**src/rtl/core/iee_pkg.sv**
```systemverilog
// Package: shared types, codes and constants of the infix expression evaluator
package iee_pkg;

    localparam int STACK_DEPTH = 16;
    localparam int PTR_W       = $clog2(STACK_DEPTH);
    localparam int CNT_W       = $clog2(STACK_DEPTH + 1);

    localparam logic [1:0] CMD_NUMBER = 2'd0;
    localparam logic [1:0] CMD_OPER   = 2'd1;
    localparam logic [1:0] CMD_END    = 2'd2;

    localparam logic [2:0] OP_ADD   = 3'd0;
    localparam logic [2:0] OP_SUB   = 3'd1;
    localparam logic [2:0] OP_MUL   = 3'd2;
    localparam logic [2:0] OP_DIV   = 3'd3;
    localparam logic [2:0] OP_OPEN  = 3'd4;
    localparam logic [2:0] OP_CLOSE = 3'd5;

    localparam logic [2:0] ST_OK       = 3'd0;
    localparam logic [2:0] ST_MISSING  = 3'd1;
    localparam logic [2:0] ST_DIVZERO  = 3'd2;
    localparam logic [2:0] ST_PAREN    = 3'd3;
    localparam logic [2:0] ST_OVERFLOW = 3'd4;

    typedef enum logic [3:0] {
        S_IDLE,
        S_REDUCE_RD,
        S_REDUCE_EX,
        S_DIV_WAIT,
        S_REDUCE_WB,
        S_FINISH,
        S_END_RD,
        S_OUT
    } state_t;

    typedef enum logic [1:0] {
        G_ADDSUB,
        G_MULDIV,
        G_CLOSE,
        G_END
    } goal_t;

    typedef struct packed {
        logic            push_num;
        logic            push_op;
        logic [2:0]      op_val;
        logic            pop_op;
        logic            rd_vals;
        logic            start_ex;
        logic            write_res;
        logic            rd_bottom;
        logic            clear;
        logic            set_err;
        logic [2:0]      err_code;
    } iee_cmd_t;

    typedef struct packed {
        logic [CNT_W-1:0] value_count;
        logic [CNT_W-1:0] oper_count;
        logic [2:0]       top_op;
        logic [2:0]       error_code;
        logic             ex_done;
        logic             div_zero;
    } iee_stat_t;

endpackage

```
**src/rtl/core/infix_expression_evaluator.sv**
```systemverilog
// Top level: two-stack infix expression evaluator
//
//  channel | valid     | stall     | payload
//  in      | in_valid  | in_stall  | cmd, number, op_code
//  out     | out_valid | out_stall | result, status
//
// A number or open paren is taken in the idle state; an operator first reduces the stack,
// each reduction reading, executing, waiting on the one-bit-a-cycle divider for a divide and
// writing back. End of expression then loads the result. Reset clears both stacks and the error.
// The result register holds one request; a new end token waits until it drains.
module infix_expression_evaluator
    import iee_pkg::*;
(
    input  logic               clk,
    input  logic               rst_n,
    input  logic               in_valid,
    output logic               in_stall,
    input  logic [1:0]         cmd,
    input  logic signed [31:0] number,
    input  logic [2:0]         op_code,
    output logic               out_valid,
    input  logic               out_stall,
    output logic signed [31:0] result,
    output logic [2:0]         status
);

    iee_cmd_t    dcmd;
    iee_stat_t   stat;
    logic [31:0] bottom;
    logic        out_load;
    logic [31:0] result_reg;
    logic [2:0]  status_reg;

    iee_control u_ctrl (
        .clk       (clk),
        .rst_n     (rst_n),
        .in_valid  (in_valid),
        .in_stall  (in_stall),
        .cmd_in    (cmd),
        .op_code   (op_code),
        .stat      (stat),
        .cmd       (dcmd),
        .out_valid (out_valid),
        .out_stall (out_stall),
        .out_load  (out_load)
    );

    iee_datapath u_dp (
        .clk     (clk),
        .rst_n   (rst_n),
        .cmd     (dcmd),
        .number  (number),
        .stat    (stat),
        .bottom  (bottom)
    );

    always_ff @(posedge clk)
    begin
        if (out_load)
        begin
            status_reg <= stat.error_code;
            result_reg <= (stat.error_code == ST_OK) ? bottom : 32'd0;
        end
    end

    assign result = result_reg;
    assign status = status_reg;

endmodule

```
**src/rtl/core/iee_divider.sv**
```systemverilog
// Divider: signed 32-bit restoring division, one quotient bit per cycle
module iee_divider
    import iee_pkg::*;
(
    input  logic        clk,
    input  logic        rst_n,
    input  logic        start,
    input  logic [31:0] dividend,
    input  logic [31:0] divisor,
    output logic        done,
    output logic [31:0] quotient
);

    logic [31:0] rem_reg, rem_next;
    logic [31:0] quo_reg, quo_next;
    logic [31:0] den_reg, den_next;
    logic        neg_reg, neg_next;
    logic [5:0]  cnt_reg, cnt_next;
    logic        busy_reg, busy_next;
    logic        done_reg, done_next;
    logic [32:0] trial;
    logic [31:0] shifted;

    assign shifted = {rem_reg[30:0], quo_reg[31]};
    assign trial   = {1'b0, shifted} - {1'b0, den_reg};

    always_comb
    begin
        rem_next  = rem_reg;
        quo_next  = quo_reg;
        den_next  = den_reg;
        neg_next  = neg_reg;
        cnt_next  = cnt_reg;
        busy_next = busy_reg;
        done_next = 1'b0;
        if (start)
        begin
            rem_next  = '0;
            quo_next  = dividend[31] ? (~dividend + 32'd1) : dividend;
            den_next  = divisor[31] ? (~divisor + 32'd1) : divisor;
            neg_next  = dividend[31] ^ divisor[31];
            cnt_next  = 6'd0;
            busy_next = 1'b1;
        end
        else if (busy_reg)
        begin
            if (trial[32])
            begin
                rem_next = shifted;
                quo_next = {quo_reg[30:0], 1'b0};
            end
            else
            begin
                rem_next = trial[31:0];
                quo_next = {quo_reg[30:0], 1'b1};
            end
            cnt_next = cnt_reg + 6'd1;
            if (cnt_reg == 6'd31)
            begin
                busy_next = 1'b0;
                done_next = 1'b1;
            end
        end
    end

    always_ff @(posedge clk or negedge rst_n)
    begin
        if (!rst_n)
        begin
            busy_reg <= 1'b0;
            done_reg <= 1'b0;
            cnt_reg  <= '0;
        end
        else
        begin
            busy_reg <= busy_next;
            done_reg <= done_next;
            cnt_reg  <= cnt_next;
        end
    end

    always_ff @(posedge clk)
    begin
        rem_reg <= rem_next;
        quo_reg <= quo_next;
        den_reg <= den_next;
        neg_reg <= neg_next;
    end

    assign done     = done_reg;
    assign quotient = neg_reg ? (~quo_reg + 32'd1) : quo_reg;

endmodule

```
**src/rtl/core/iee_datapath.sv**
```systemverilog
// Datapath: value and operator stacks, arithmetic unit and error register
module iee_datapath
    import iee_pkg::*;
(
    input  logic        clk,
    input  logic        rst_n,
    input  iee_cmd_t    cmd,
    input  logic [31:0] number,
    output iee_stat_t   stat,
    output logic [31:0] bottom
);

    logic [31:0] value_mem [STACK_DEPTH];
    logic [2:0]  oper_mem  [STACK_DEPTH];

    logic [CNT_W-1:0] vcnt_reg, vcnt_next;
    logic [CNT_W-1:0] ocnt_reg, ocnt_next;
    logic [2:0]       err_reg, err_next;
    logic [2:0]       top_reg;
    logic [31:0]      right_reg, left_reg, res_reg, bottom_reg;
    logic [2:0]       exop_reg;
    logic [31:0]      prod_w;
    logic             div_start, div_done;
    logic [31:0]      quot;
    logic [CNT_W-1:0] vaddr_r, vaddr_l, vaddr_w;
    logic [CNT_W-1:0] oaddr_r;
    logic [31:0]      vwdata;
    logic             vwen;
    logic [CNT_W-1:0] top_idx;

    assign vaddr_r = vcnt_reg - CNT_W'(1);
    assign vaddr_l = vcnt_reg - CNT_W'(2);
    assign top_idx = ocnt_next - CNT_W'(1);
    assign oaddr_r = top_idx;
    assign prod_w  = left_reg * right_reg;
    assign div_start = cmd.start_ex && (exop_reg == OP_DIV) && (right_reg != 32'd0);

    iee_divider u_div (
        .clk      (clk),
        .rst_n    (rst_n),
        .start    (div_start),
        .dividend (left_reg),
        .divisor  (right_reg),
        .done     (div_done),
        .quotient (quot)
    );

    always_comb
    begin
        vcnt_next = vcnt_reg;
        ocnt_next = ocnt_reg;
        err_next  = err_reg;
        vwen      = 1'b0;
        vwdata    = number;
        vaddr_w   = vcnt_reg;
        if (cmd.clear)
        begin
            vcnt_next = '0;
            ocnt_next = '0;
            err_next  = ST_OK;
        end
        else
        begin
            if (cmd.push_num)
            begin
                vwen      = 1'b1;
                vcnt_next = vcnt_reg + CNT_W'(1);
            end
            if (cmd.push_op)
                ocnt_next = ocnt_reg + CNT_W'(1);
            if (cmd.pop_op)
                ocnt_next = ocnt_reg - CNT_W'(1);
            if (cmd.rd_vals)
                vcnt_next = vcnt_reg - CNT_W'(2);
            if (cmd.write_res)
            begin
                vwen      = 1'b1;
                vwdata    = (exop_reg == OP_DIV) ? quot : res_reg;
                vcnt_next = vcnt_reg + CNT_W'(1);
            end
            if (cmd.set_err && err_reg == ST_OK)
                err_next = cmd.err_code;
        end
    end

    always_ff @(posedge clk or negedge rst_n)
    begin
        if (!rst_n)
        begin
            vcnt_reg <= '0;
            ocnt_reg <= '0;
            err_reg  <= ST_OK;
        end
        else
        begin
            vcnt_reg <= vcnt_next;
            ocnt_reg <= ocnt_next;
            err_reg  <= err_next;
        end
    end

    always_ff @(posedge clk)
    begin
        if (vwen)
            value_mem[vaddr_w[PTR_W-1:0]] <= vwdata;
        if (cmd.push_op)
            oper_mem[ocnt_reg[PTR_W-1:0]] <= cmd.op_val;
        top_reg <= (cmd.push_op) ? cmd.op_val : oper_mem[oaddr_r[PTR_W-1:0]];
        if (cmd.rd_vals)
        begin
            right_reg <= value_mem[vaddr_r[PTR_W-1:0]];
            left_reg  <= value_mem[vaddr_l[PTR_W-1:0]];
            exop_reg  <= top_reg;
        end
        if (cmd.start_ex)
        begin
            unique case (exop_reg)
                OP_ADD:  res_reg <= left_reg + right_reg;
                OP_SUB:  res_reg <= left_reg - right_reg;
                default: res_reg <= prod_w;
            endcase
        end
        if (cmd.rd_bottom)
            bottom_reg <= value_mem[0];
    end

    assign stat.value_count = vcnt_reg;
    assign stat.oper_count  = ocnt_reg;
    assign stat.top_op      = top_reg;
    assign stat.error_code  = err_reg;
    assign stat.ex_done     = div_done || (exop_reg != OP_DIV);
    assign stat.div_zero    = (exop_reg == OP_DIV) && (right_reg == 32'd0);
    assign bottom           = bottom_reg;

endmodule

```
**src/rtl/core/iee_control.sv**
```systemverilog
// Controller: token sequencing, reduction loop and result handshake
module iee_control
    import iee_pkg::*;
(
    input  logic        clk,
    input  logic        rst_n,
    input  logic        in_valid,
    output logic        in_stall,
    input  logic [1:0]  cmd_in,
    input  logic [2:0]  op_code,
    input  iee_stat_t   stat,
    output iee_cmd_t    cmd,
    output logic        out_valid,
    input  logic        out_stall,
    output logic        out_load
);

    state_t state_reg, state_next;
    goal_t  goal_reg, goal_next;
    logic [2:0] pend_reg, pend_next;
    logic       ovalid_reg, ovalid_next;
    logic       accept;
    logic       err;
    logic       op_full, val_full;
    logic       keep_reducing;

    assign in_stall  = (state_reg != S_IDLE) || (ovalid_reg && in_valid && cmd_in == CMD_END);
    assign accept    = in_valid && !in_stall;
    assign err       = stat.error_code != ST_OK;
    assign op_full   = stat.oper_count  == CNT_W'(STACK_DEPTH);
    assign val_full  = stat.value_count == CNT_W'(STACK_DEPTH);
    assign out_valid = ovalid_reg;

    always_comb
    begin
        keep_reducing = 1'b0;
        if (stat.oper_count != '0)
        begin
            unique case (goal_reg)
                G_ADDSUB: keep_reducing = stat.top_op <= OP_DIV;
                G_MULDIV: keep_reducing = stat.top_op == OP_MUL || stat.top_op == OP_DIV;
                G_CLOSE:  keep_reducing = stat.top_op != OP_OPEN;
                default:  keep_reducing = 1'b1;
            endcase
        end
    end

    always_comb
    begin
        state_next = state_reg;
        goal_next  = goal_reg;
        pend_next  = pend_reg;
        unique case (state_reg)
            S_IDLE:
            begin
                if (accept && cmd_in == CMD_OPER && !err)
                begin
                    pend_next = op_code;
                    if (op_code == OP_ADD || op_code == OP_SUB)
                    begin
                        goal_next  = G_ADDSUB;
                        state_next = S_FINISH;
                    end
                    else if (op_code == OP_MUL || op_code == OP_DIV)
                    begin
                        goal_next  = G_MULDIV;
                        state_next = S_FINISH;
                    end
                    else if (op_code == OP_CLOSE)
                    begin
                        goal_next  = G_CLOSE;
                        state_next = S_FINISH;
                    end
                end
                else if (accept && cmd_in == CMD_END)
                begin
                    goal_next  = G_END;
                    state_next = S_FINISH;
                end
            end
            S_FINISH:
            begin
                if (!err && keep_reducing)
                begin
                    if (goal_reg == G_END && stat.top_op == OP_OPEN)
                        state_next = S_FINISH;
                    else
                        state_next = S_REDUCE_RD;
                end
                else if (goal_reg == G_END)
                    state_next = S_END_RD;
                else
                    state_next = S_IDLE;
            end
            S_REDUCE_RD:
                state_next = (stat.value_count < CNT_W'(2)) ? S_FINISH : S_REDUCE_EX;
            S_REDUCE_EX:
                state_next = stat.div_zero ? S_FINISH : S_DIV_WAIT;
            S_DIV_WAIT:
                state_next = stat.ex_done ? S_REDUCE_WB : S_DIV_WAIT;
            S_REDUCE_WB:
                state_next = S_FINISH;
            S_END_RD:
                state_next = S_OUT;
            S_OUT:
                state_next = ovalid_reg ? S_OUT : S_IDLE;
            default:
                state_next = S_IDLE;
        endcase
    end

    always_comb
    begin
        cmd         = '0;
        ovalid_next = ovalid_reg && out_stall;
        out_load    = 1'b0;
        unique case (state_reg)
            S_IDLE:
            begin
                if (accept && cmd_in == CMD_NUMBER && !err)
                begin
                    if (val_full)
                    begin
                        cmd.set_err  = 1'b1;
                        cmd.err_code = ST_OVERFLOW;
                    end
                    else
                        cmd.push_num = 1'b1;
                end
                else if (accept && cmd_in == CMD_OPER && !err && op_code == OP_OPEN)
                begin
                    if (op_full)
                    begin
                        cmd.set_err  = 1'b1;
                        cmd.err_code = ST_OVERFLOW;
                    end
                    else
                    begin
                        cmd.push_op = 1'b1;
                        cmd.op_val  = op_code;
                    end
                end
            end
            S_FINISH:
            begin
                if (!err && keep_reducing)
                begin
                    if (goal_reg == G_END && stat.top_op == OP_OPEN)
                    begin
                        cmd.set_err  = 1'b1;
                        cmd.err_code = ST_PAREN;
                    end
                end
                else if (!err)
                begin
                    unique case (goal_reg)
                        G_ADDSUB, G_MULDIV:
                        begin
                            if (op_full)
                            begin
                                cmd.set_err  = 1'b1;
                                cmd.err_code = ST_OVERFLOW;
                            end
                            else
                            begin
                                cmd.push_op = 1'b1;
                                cmd.op_val  = pend_reg;
                            end
                        end
                        G_CLOSE:
                        begin
                            if (stat.oper_count == '0)
                            begin
                                cmd.set_err  = 1'b1;
                                cmd.err_code = ST_PAREN;
                            end
                            else
                                cmd.pop_op = 1'b1;
                        end
                        default:
                        begin
                            if (stat.value_count != CNT_W'(1))
                            begin
                                cmd.set_err  = 1'b1;
                                cmd.err_code = ST_MISSING;
                            end
                        end
                    endcase
                end
            end
            S_REDUCE_RD:
            begin
                cmd.pop_op = 1'b1;
                if (stat.value_count < CNT_W'(2))
                begin
                    cmd.set_err  = 1'b1;
                    cmd.err_code = ST_MISSING;
                end
                else
                    cmd.rd_vals = 1'b1;
            end
            S_REDUCE_EX:
            begin
                if (stat.div_zero)
                begin
                    cmd.set_err  = 1'b1;
                    cmd.err_code = ST_DIVZERO;
                end
                else
                    cmd.start_ex = 1'b1;
            end
            S_DIV_WAIT:
                cmd = '0;
            S_REDUCE_WB:
                cmd.write_res = 1'b1;
            S_END_RD:
                cmd.rd_bottom = 1'b1;
            S_OUT:
            begin
                if (!ovalid_reg)
                begin
                    out_load    = 1'b1;
                    ovalid_next = 1'b1;
                    cmd.clear   = 1'b1;
                end
            end
            default:
                cmd = '0;
        endcase
    end

    always_ff @(posedge clk or negedge rst_n)
    begin
        if (!rst_n)
        begin
            state_reg  <= S_IDLE;
            goal_reg   <= G_ADDSUB;
            pend_reg   <= OP_ADD;
            ovalid_reg <= 1'b0;
        end
        else
        begin
            state_reg  <= state_next;
            goal_reg   <= goal_next;
            pend_reg   <= pend_next;
            ovalid_reg <= ovalid_next;
        end
    end

endmodule

```
**config.mk**
```make
export PLATFORM = sky130hd
export DESIGN_NAME = infix_expression_evaluator
export DESIGN_NICKNAME = d
export VERILOG_FILES = /design/src/rtl/core/iee_pkg.sv /design/src/rtl/core/infix_expression_evaluator.sv /design/src/rtl/core/iee_divider.sv /design/src/rtl/core/iee_datapath.sv /design/src/rtl/core/iee_control.sv
export SDC_FILE = /design/constraint.sdc
export NUM_CORES = 2
export LEC_CHECK = 0
export BUFFER_PORTS_ARGS = -buffer_cell sky130_fd_sc_hd__clkbuf_2
export CORE_UTILIZATION = 65
export CTS_CLUSTER_SIZE = 30
export DETAILED_ROUTE_END_ITERATION = 8
export MAX_ROUTING_LAYER = met4
export PLACE_DENSITY = 0.94
export SLEW_MARGIN = 25
export SYNTH_ARGS = -nofsm -noshare
export SYNTH_HDL_FRONTEND = slang
export SYNTH_SLANG_ARGS = --single-unit
```
**constraint.sdc**
```tcl
create_clock -name clk -period 12.77 [get_ports clk]
set_input_delay 0.6385 -clock clk [delete_from_list [all_inputs] [get_ports clk]]
set_output_delay 0.6385 -clock clk [all_outputs]
set_load 0.02 [all_outputs]
```
* Word-level counts from Yosys, hierarchy flattened
Memory sizes are Yosys's and may differ from the RTL's. A register that Yosys moved wholly into a read port is not among the register bits.
Index checks and enable logic that the tools add are counted.
** Cells by class
- Add/subtract/negate cells :: 13
- Multiply operators :: 1
- Div/mod/pow operators :: 0
- Magnitude comparators :: 2
- Eq/ne operators :: 31
- Shift operators :: 0
- Muxes and demuxes :: 92
- Bitwise gates (word level) :: 4
- Reduce and logical (&&, ||, !) cells :: 43
** Operator list (number)
- 2-to-1 mux 32 bit :: 7
- adder 32 x 1 -> 32 bit (second input constant) :: 3
- inverter 32 bit :: 3
- 2-to-1 mux 4 bit :: 22
- one-hot mux 32 bit (2 select lines) :: 1
- 2-to-1 mux 31 bit :: 2
- 2-to-1 mux 5 bit :: 9
- subtractor 32 x 32 -> 33 bit :: 1
- adder 32 bit :: 1
- logical NOT 32 bit :: 1
- multiplier 32 x 32 -> 32 bit :: 1
- one-hot mux 4 bit (8 select lines) :: 1
- nonzero test 32 bit :: 1
- subtractor 32 bit :: 1
- 2-to-1 mux 1 bit :: 30
- 2-to-1 mux 3 bit :: 8
- == test 4 x 3 -> 1 bit (second input constant) :: 4
- logical AND 1 bit :: 16
- one-hot mux 4 bit (2 select lines) :: 2
- one-hot mux 4 bit (4 select lines) :: 1
- == test 3 x 2 -> 1 bit (second input constant) :: 5
- 2-to-1 mux 6 bit :: 2
- adder 5 x 1 -> 5 bit (second input constant) :: 2
- == test 5 bit (second input constant) :: 2
- other kinds (36) :: 60
** Word-level totals
- Flip-flop bits (word level) :: 197
- Latch bits :: 0
- RAM bits :: 560
- ROM bits :: 0
- Bits of input ports :: 41
- Output and inout bits :: 37
- Word-level logic and storage cells :: 207
- Memories :: 2
** Memory list
- u_dp.value_mem :: words 16, width 32, rd ports 3, clocked after memory_dff 3, write ports 1, RTL line iee_datapath.sv:13 : logic [31:0] value_mem [STACK_DEPTH];
- u_dp.oper_mem :: words 16, width 3, rd ports 1, clocked after memory_dff 1, write ports 1, RTL line iee_datapath.sv:14 : logic [2:0] oper_mem [STACK_DEPTH];

* Longest topological paths before layout
- Word-level depth :: 15
- Depth in mapped cells :: 29
- Depth with buffers taken out :: 26

* By module
From an unflattened synthesis, not the netlist that was laid out.
** Second synthesis, totals
- Cells, all modules :: 4534
- Area, all modules :: 58846.4 µm²
** Modules (own cells, without submodules)
- iee_datapath :: instances 1, cells an instance 3495, area each 48755.5 µm², sequential area each 21135.3 µm²
- iee_divider :: instances 1, cells an instance 840, area each 7573.5 µm², sequential area each 2772.7 µm²
- infix_expression_evaluator :: instances 1, cells an instance 76, area each 1601.5 µm², sequential area each 1051.0 µm²
- iee_control :: instances 1, cells an instance 123, area each 915.9 µm², sequential area each 225.2 µm²

* Worst setup path before layout
OpenSTA, ideal clock, no wires.
- Path type :: register to register
- Start :: reg u_dp.right_reg[6], read port of u_dp.value_mem
- End :: reg u_dp.res_reg[31], data pin
- Setup time :: 270 ps
- Data arrival time :: 6902 ps
- Data required time :: 12500 ps
- Slack :: 5598 ps
- Cell stages (with the launch flop) :: 27
- Buffers on the path :: 2
- Period minus slack after synthesis :: 7172 ps
- Path through :: edfxtp_1 -> clkbuf_1 -> clkbuf_1 -> and2_1 -> fa_1 -> fa_1 -> fa_1 -> inv_1 -> fa_1 -> inv_1 -> fa_1 -> inv_1 -> fa_1 -> inv_1 -> fa_1 -> fa_1 -> ha_1 -> a21o_1 -> a21o_1 -> a221o_1 -> a21oi_1 -> o31a_1 -> a211o_1 -> o21a_1 -> xnor2_1 -> nand2_1 -> o21ai_0
** On the way
- Longest elaborated chain between the ends :: 2
- Elaborated cells on any way between the ends :: 4
** RTL lines
- from (decl) :: RTL line iee_datapath.sv:20 : logic [31:0] right_reg, left_reg, res_reg, bottom_reg;
- multiplier 32 x 32 -> 32 bit, or another cell as far along :: RTL line iee_datapath.sv:35 : assign prod_w = left_reg * right_reg;
- one-hot mux 32 bit (2 select lines) (*) :: RTL line iee_datapath.sv:117 : unique case (exop_reg)
- to (signal assigned) :: RTL line iee_datapath.sv:118 : OP_ADD: res_reg <= left_reg + right_reg;
- to (signal assigned) :: RTL line iee_datapath.sv:119 : OP_SUB: res_reg <= left_reg - right_reg;
- to (signal assigned) :: RTL line iee_datapath.sv:120 : default: res_reg <= prod_w;
- to (decl) :: RTL line iee_datapath.sv:20
Every way passes the cells marked *; elsewhere a longest branch is shown, timed or not.
A chain may end at the register's enable or synchronous reset.

* Final worst setup path
- Start :: reg u_dp.left_reg[11], read port of u_dp.value_mem
- End :: reg u_dp.res_reg[31], data pin
** On the way
- Longest elaborated chain between the ends :: 2
- Elaborated cells on any way between the ends :: 4
** RTL lines (RTL line)
- from (decl) :: iee_datapath.sv:20
- multiplier 32 x 32 -> 32 bit, or another cell as far along :: iee_datapath.sv:35
- one-hot mux 32 bit (2 select lines) (*) :: iee_datapath.sv:117
Marked as above.

==> flow_results.xml <==
<?xml version="1.0" encoding="UTF-8"?>
<metrics>
  <group name="global_routing">
    <metric name="grt_pass1_wl" unit="mm">267.7</metric>
    <metric name="groute.usage.overall" unit="%">41.98</metric>
    <metric name="grt_antenna_before_repair" unit="">15</metric>
    <metric name="grt_remaining_overflow" unit="">0</metric>
    <metric name="via_count_of_the_first_global_routing_pass" unit="">41940</metric>
    <metric name="grt_max_degree" unit="">146</metric>
  </group>
  <group name="place">
    <metric name="finalWeightedCongestion" unit="">1.025</metric>
    <metric name="hpwlAfterDp" unit="mm">111.9</metric>
    <metric name="placement.io_buffers" unit="">77</metric>
  </group>
  <group name="sta">
    <metric name="final-max-slew-violation-count" unit="">0</metric>
    <metric name="final_hold_viol_count" unit="">0</metric>
    <metric name="max_freq" unit="MHz">125.3</metric>
    <metric name="setup_violations" unit="">0</metric>
    <metric name="timing_worst_slew_pin_value" unit="ns">1.153</metric>
    <metric name="finalClockSkew" unit="ns">0.03844</metric>
    <metric name="setup_tns" unit="ns">0</metric>
    <metric name="setup_repair_after_global_routing_missed_its_margin" unit="">no</metric>
    <metric name="min_period" unit="ns">7.978</metric>
    <metric name="final_min_period_over_clock_period" unit="%">62.48</metric>
    <metric name="slew_headroom" unit="%">22.60</metric>
  </group>
  <group name="logic_synthesis">
    <metric name="syn-mean-instance-area" unit="um2">12.82</metric>
    <metric name="synth_simple_gate_area_share" unit="%">10.11</metric>
    <metric name="synth_edf_count" unit="">791</metric>
    <metric name="synth.ff_latch_count" unit="">856</metric>
    <metric name="xor_xnor_share_of_the_synthesized_area" unit="%">4.086</metric>
    <metric name="post-synth-top-area-fraction" unit="%">40.91</metric>
    <metric name="synthMostInstantiatedCell" unit="">sky130_fd_sc_hd__edfxtp_1</metric>
    <metric name="synthMuxAreaShare" unit="%">13.51</metric>
    <metric name="yosys_warnings" unit="">0</metric>
    <metric name="netlist_instances" unit="">4527</metric>
    <metric name="synth_top_family_by_area" unit="">adder cells</metric>
    <metric name="post_synth_instance_area" unit="um2">58050</metric>
    <metric name="yosys.area.top_type" unit="">sky130_fd_sc_hd__edfxtp_1</metric>
    <metric name="synth_compound_area_share" unit="%">5.642</metric>
    <metric name="yosysSeqAreaShare" unit="%">43.41</metric>
    <metric name="async_reset_ff_share" unit="%">3.505</metric>
    <metric name="syn_nets" unit="">5183</metric>
    <metric name="synth_adder_area_share" unit="%">18.56</metric>
    <metric name="synthTopCellsByCount" unit="">sky130_fd_sc_hd__edfxtp_1, sky130_fd_sc_hd__inv_1, sky130_fd_sc_hd__nand2_1</metric>
    <metric name="synth.area.top_cells" unit="">sky130_fd_sc_hd__edfxtp_1, sky130_fd_sc_hd__fa_1, sky130_fd_sc_hd__mux4_2</metric>
    <metric name="dominantRegCellSynth" unit="">sky130_fd_sc_hd__edfxtp_1</metric>
    <metric name="synth_cell_types" unit="">85</metric>
  </group>
  <group name="clock_tree">
    <metric name="post-cts-setup-buffers" unit="">0</metric>
    <metric name="cts_repair_resize_count" unit="">0</metric>
    <metric name="numClockSinks" unit="">856</metric>
    <metric name="path_clk_slew" unit="ns">0.06</metric>
    <metric name="worst_skew_pair.late_latency" unit="ns">0.71</metric>
    <metric name="cts_made_buffers" unit="">87</metric>
    <metric name="cts_buffer_depth" unit="">3</metric>
    <metric name="tritoncts_clock_tree" unit="">done</metric>
    <metric name="cts.root.buffer_cell" unit="">sky130_fd_sc_hd__clkbuf_16</metric>
    <metric name="ctsHtreeMaxLevel" unit="">3</metric>
    <metric name="postCtsHoldBufs" unit="">0</metric>
  </group>
  <group name="setup_path">
    <metric name="critPathArrivalTime" unit="ns">8.38</metric>
    <metric name="crit_path_cell_trace" unit="">and2_1, fa_1, fa_1, fa_1, inv_1, fa_1, inv_1, fa_1, inv_1, fa_1, inv_1, fa_1, fa_1, ha_1, a21o_1, a21o_1, a221o_1, a21oi_1, o31a_1, a211o_1, o21a_1, xnor2_1, nand2_1, o21ai_0</metric>
    <metric name="worst_path_largest_cell_delay" unit="ns">1.03</metric>
    <metric name="crit_required" unit="ns">13.17</metric>
    <metric name="critPathCaptureType" unit="">flip-flop</metric>
    <metric name="critical_path.max_fanout" unit="">26</metric>
    <metric name="cpMostUsedCell" unit="">sky130_fd_sc_hd__fa_1</metric>
    <metric name="cp_slowest_cell" unit="">sky130_fd_sc_hd__edfxtp_1</metric>
    <metric name="startpoint_type" unit="">flip-flop</metric>
    <metric name="criticalPathCategory" unit="">reg -&gt; reg</metric>
  </group>
  <group name="min_path">
    <metric name="kind_of_path_behind_the_tightest_hold_check" unit="">in -&gt; async</metric>
  </group>
  <group name="drt">
    <metric name="drtAntennaViolNets" unit="">0</metric>
    <metric name="detail_route.wl_per_cell" unit="um">31.18</metric>
    <metric name="drtIter0Drc" unit="">6434</metric>
    <metric name="routed-via-count" unit="">41020</metric>
    <metric name="vias_per_cell" unit="">7.118</metric>
    <metric name="drt_wl_total" unit="mm">179.7</metric>
    <metric name="drt_pass1_iterations" unit="">8</metric>
    <metric name="route.detailed.drc" unit="">0</metric>
  </group>
  <group name="cells_and_area">
    <metric name="largest_reg_flops" unit="">512</metric>
    <metric name="area_growth" unit="%">7.961</metric>
    <metric name="post_layout_net_count" unit="">5167</metric>
    <metric name="layout-drive-gt1-share" unit="%">15.43</metric>
  </group>
  <group name="floorplanning">
    <metric name="die-area" unit="um2">90510</metric>
    <metric name="ios" unit="">78</metric>
    <metric name="row_count" unit="">109</metric>
    <metric name="initial_utilization" unit="%">65.69</metric>
    <metric name="placeable_core_region" unit="um2">88370</metric>
    <metric name="height_of_the_die" unit="um">300.9</metric>
    <metric name="die-width" unit="um">300.9</metric>
  </group>
  <group name="job">
    <metric name="drv.max_cap_violation_count" unit="">0</metric>
  </group>
  <group name="outcome">
    <metric name="result_of_the_run" unit="">finished clean</metric>
  </group>
</metrics>
[area by class of cell]
type | count | area, um2
repair buffers | 171 | 1140
clock buffers | 105 | 2245
well taps | 1165 | 1458
inverters | 445 | 1673
clock inverters | 54 | 550.5
fillers | 5310 | 25700
flip-flops and latches | 856 | 25220
multi-input cells | 2950 | 30350
diodes | 17 | 42.54
[critical path, delay by kind of cell (launching register included)]
kind | cells | cell delay, ns
fa+ha+maj | 9 | 4.25
buf+inv | 4 | 0.23
xor+xnor | 1 | 0.06
compound gates | 8 | 1.78
simple gates | 2 | 0.31
flops | 1 | 1.03
[layer usage]
| metal | GRT usage (%) | routed length [um] |
|---|---|---|
| met1 | 50.45 | 58080 |
| met2 | 62.98 | 82710 |
| met3 | 11.49 | 23770 |
| met4 | 26.83 | 15160 |
| met5 | - | 0 |
[through the flow]
stage                     instances  hold slack (ns)  util (%)  setup slack (ns)  area, um2
after CTS                      5745          0.03149     70.81             4.828      62580
after detailed placement       5586           0.4669     67.65             4.897      59790
after floorplan                4527           0.3429         -             5.598      58050
final                          5763          0.02205     70.92             4.792      62680
after global routing           5762          0.07593     70.92             4.443      62670
after global placement         5586           0.4528     67.65             4.904      59780
[final timing paths]
check	startpoint	endpoint	slack [ns]	cells after the start
worst max-delay path	u_dp.left_reg[11]	u_dp.res_reg[31]	4.79	24
worst min-delay path	rst_n	u_ctrl.goal_reg[0]	0.02	1
worst max register to register	u_dp.left_reg[11]	u_dp.res_reg[31]	4.79	24
worst min register to register	u_dp.value_mem[0][15]	u_dp.bottom[15]	0.49	0
max in group asynchronous	rst_n	u_dp.u_div.busy_reg	12.14	1
min in group clk	out_stall	u_ctrl.out_valid	0.15	3
[cell usage in the layout (no fill, tap or decap), types with 12 or more instances in the layout]
cell type	n
sky130_fd_sc_hd__inv_1	442
sky130_fd_sc_hd__and2_1	344
sky130_fd_sc_hd__diode_2	17
sky130_fd_sc_hd__buf_4	90
sky130_fd_sc_hd__a21oi_1	150
sky130_fd_sc_hd__o21a_1	19
sky130_fd_sc_hd__o21ai_0	151
sky130_fd_sc_hd__xnor2_1	143
sky130_fd_sc_hd__nand3_1	23
sky130_fd_sc_hd__nor2b_1	15
sky130_fd_sc_hd__dfxtp_1	35
sky130_fd_sc_hd__dfrtp_1	27
sky130_fd_sc_hd__nand2b_1	36
sky130_fd_sc_hd__nand4_1	15
sky130_fd_sc_hd__edfxtp_1	791
sky130_fd_sc_hd__clkinv_2	15
sky130_fd_sc_hd__a21o_1	49
sky130_fd_sc_hd__clkbuf_1	18
sky130_fd_sc_hd__or4_1	12
sky130_fd_sc_hd__nor3_1	30
sky130_fd_sc_hd__clkbuf_16	87
sky130_fd_sc_hd__o21bai_1	14
sky130_fd_sc_hd__nor2_1	146
sky130_fd_sc_hd__mux4_2	332
sky130_fd_sc_hd__o211ai_1	13
sky130_fd_sc_hd__clkinv_1	14
sky130_fd_sc_hd__xor2_1	123
sky130_fd_sc_hd__fa_1	410
sky130_fd_sc_hd__nor2_4	13
sky130_fd_sc_hd__nand2_1	442
sky130_fd_sc_hd__o31ai_1	30
sky130_fd_sc_hd__ha_1	204
sky130_fd_sc_hd__or3_1	21
sky130_fd_sc_hd__mux2i_1	33
sky130_fd_sc_hd__clkbuf_2	77
[kinds of logic after synthesis]
group           count (synthesis)
compound gates                525
xor+xnor                      270
fa+ha+maj                     615
buf+inv                       721
flops                         856
mux                           368
simple gates                 1172
Power is not shown: default switching activity piles up to over one toggle a cycle in this logic, so the estimate is an artifact.
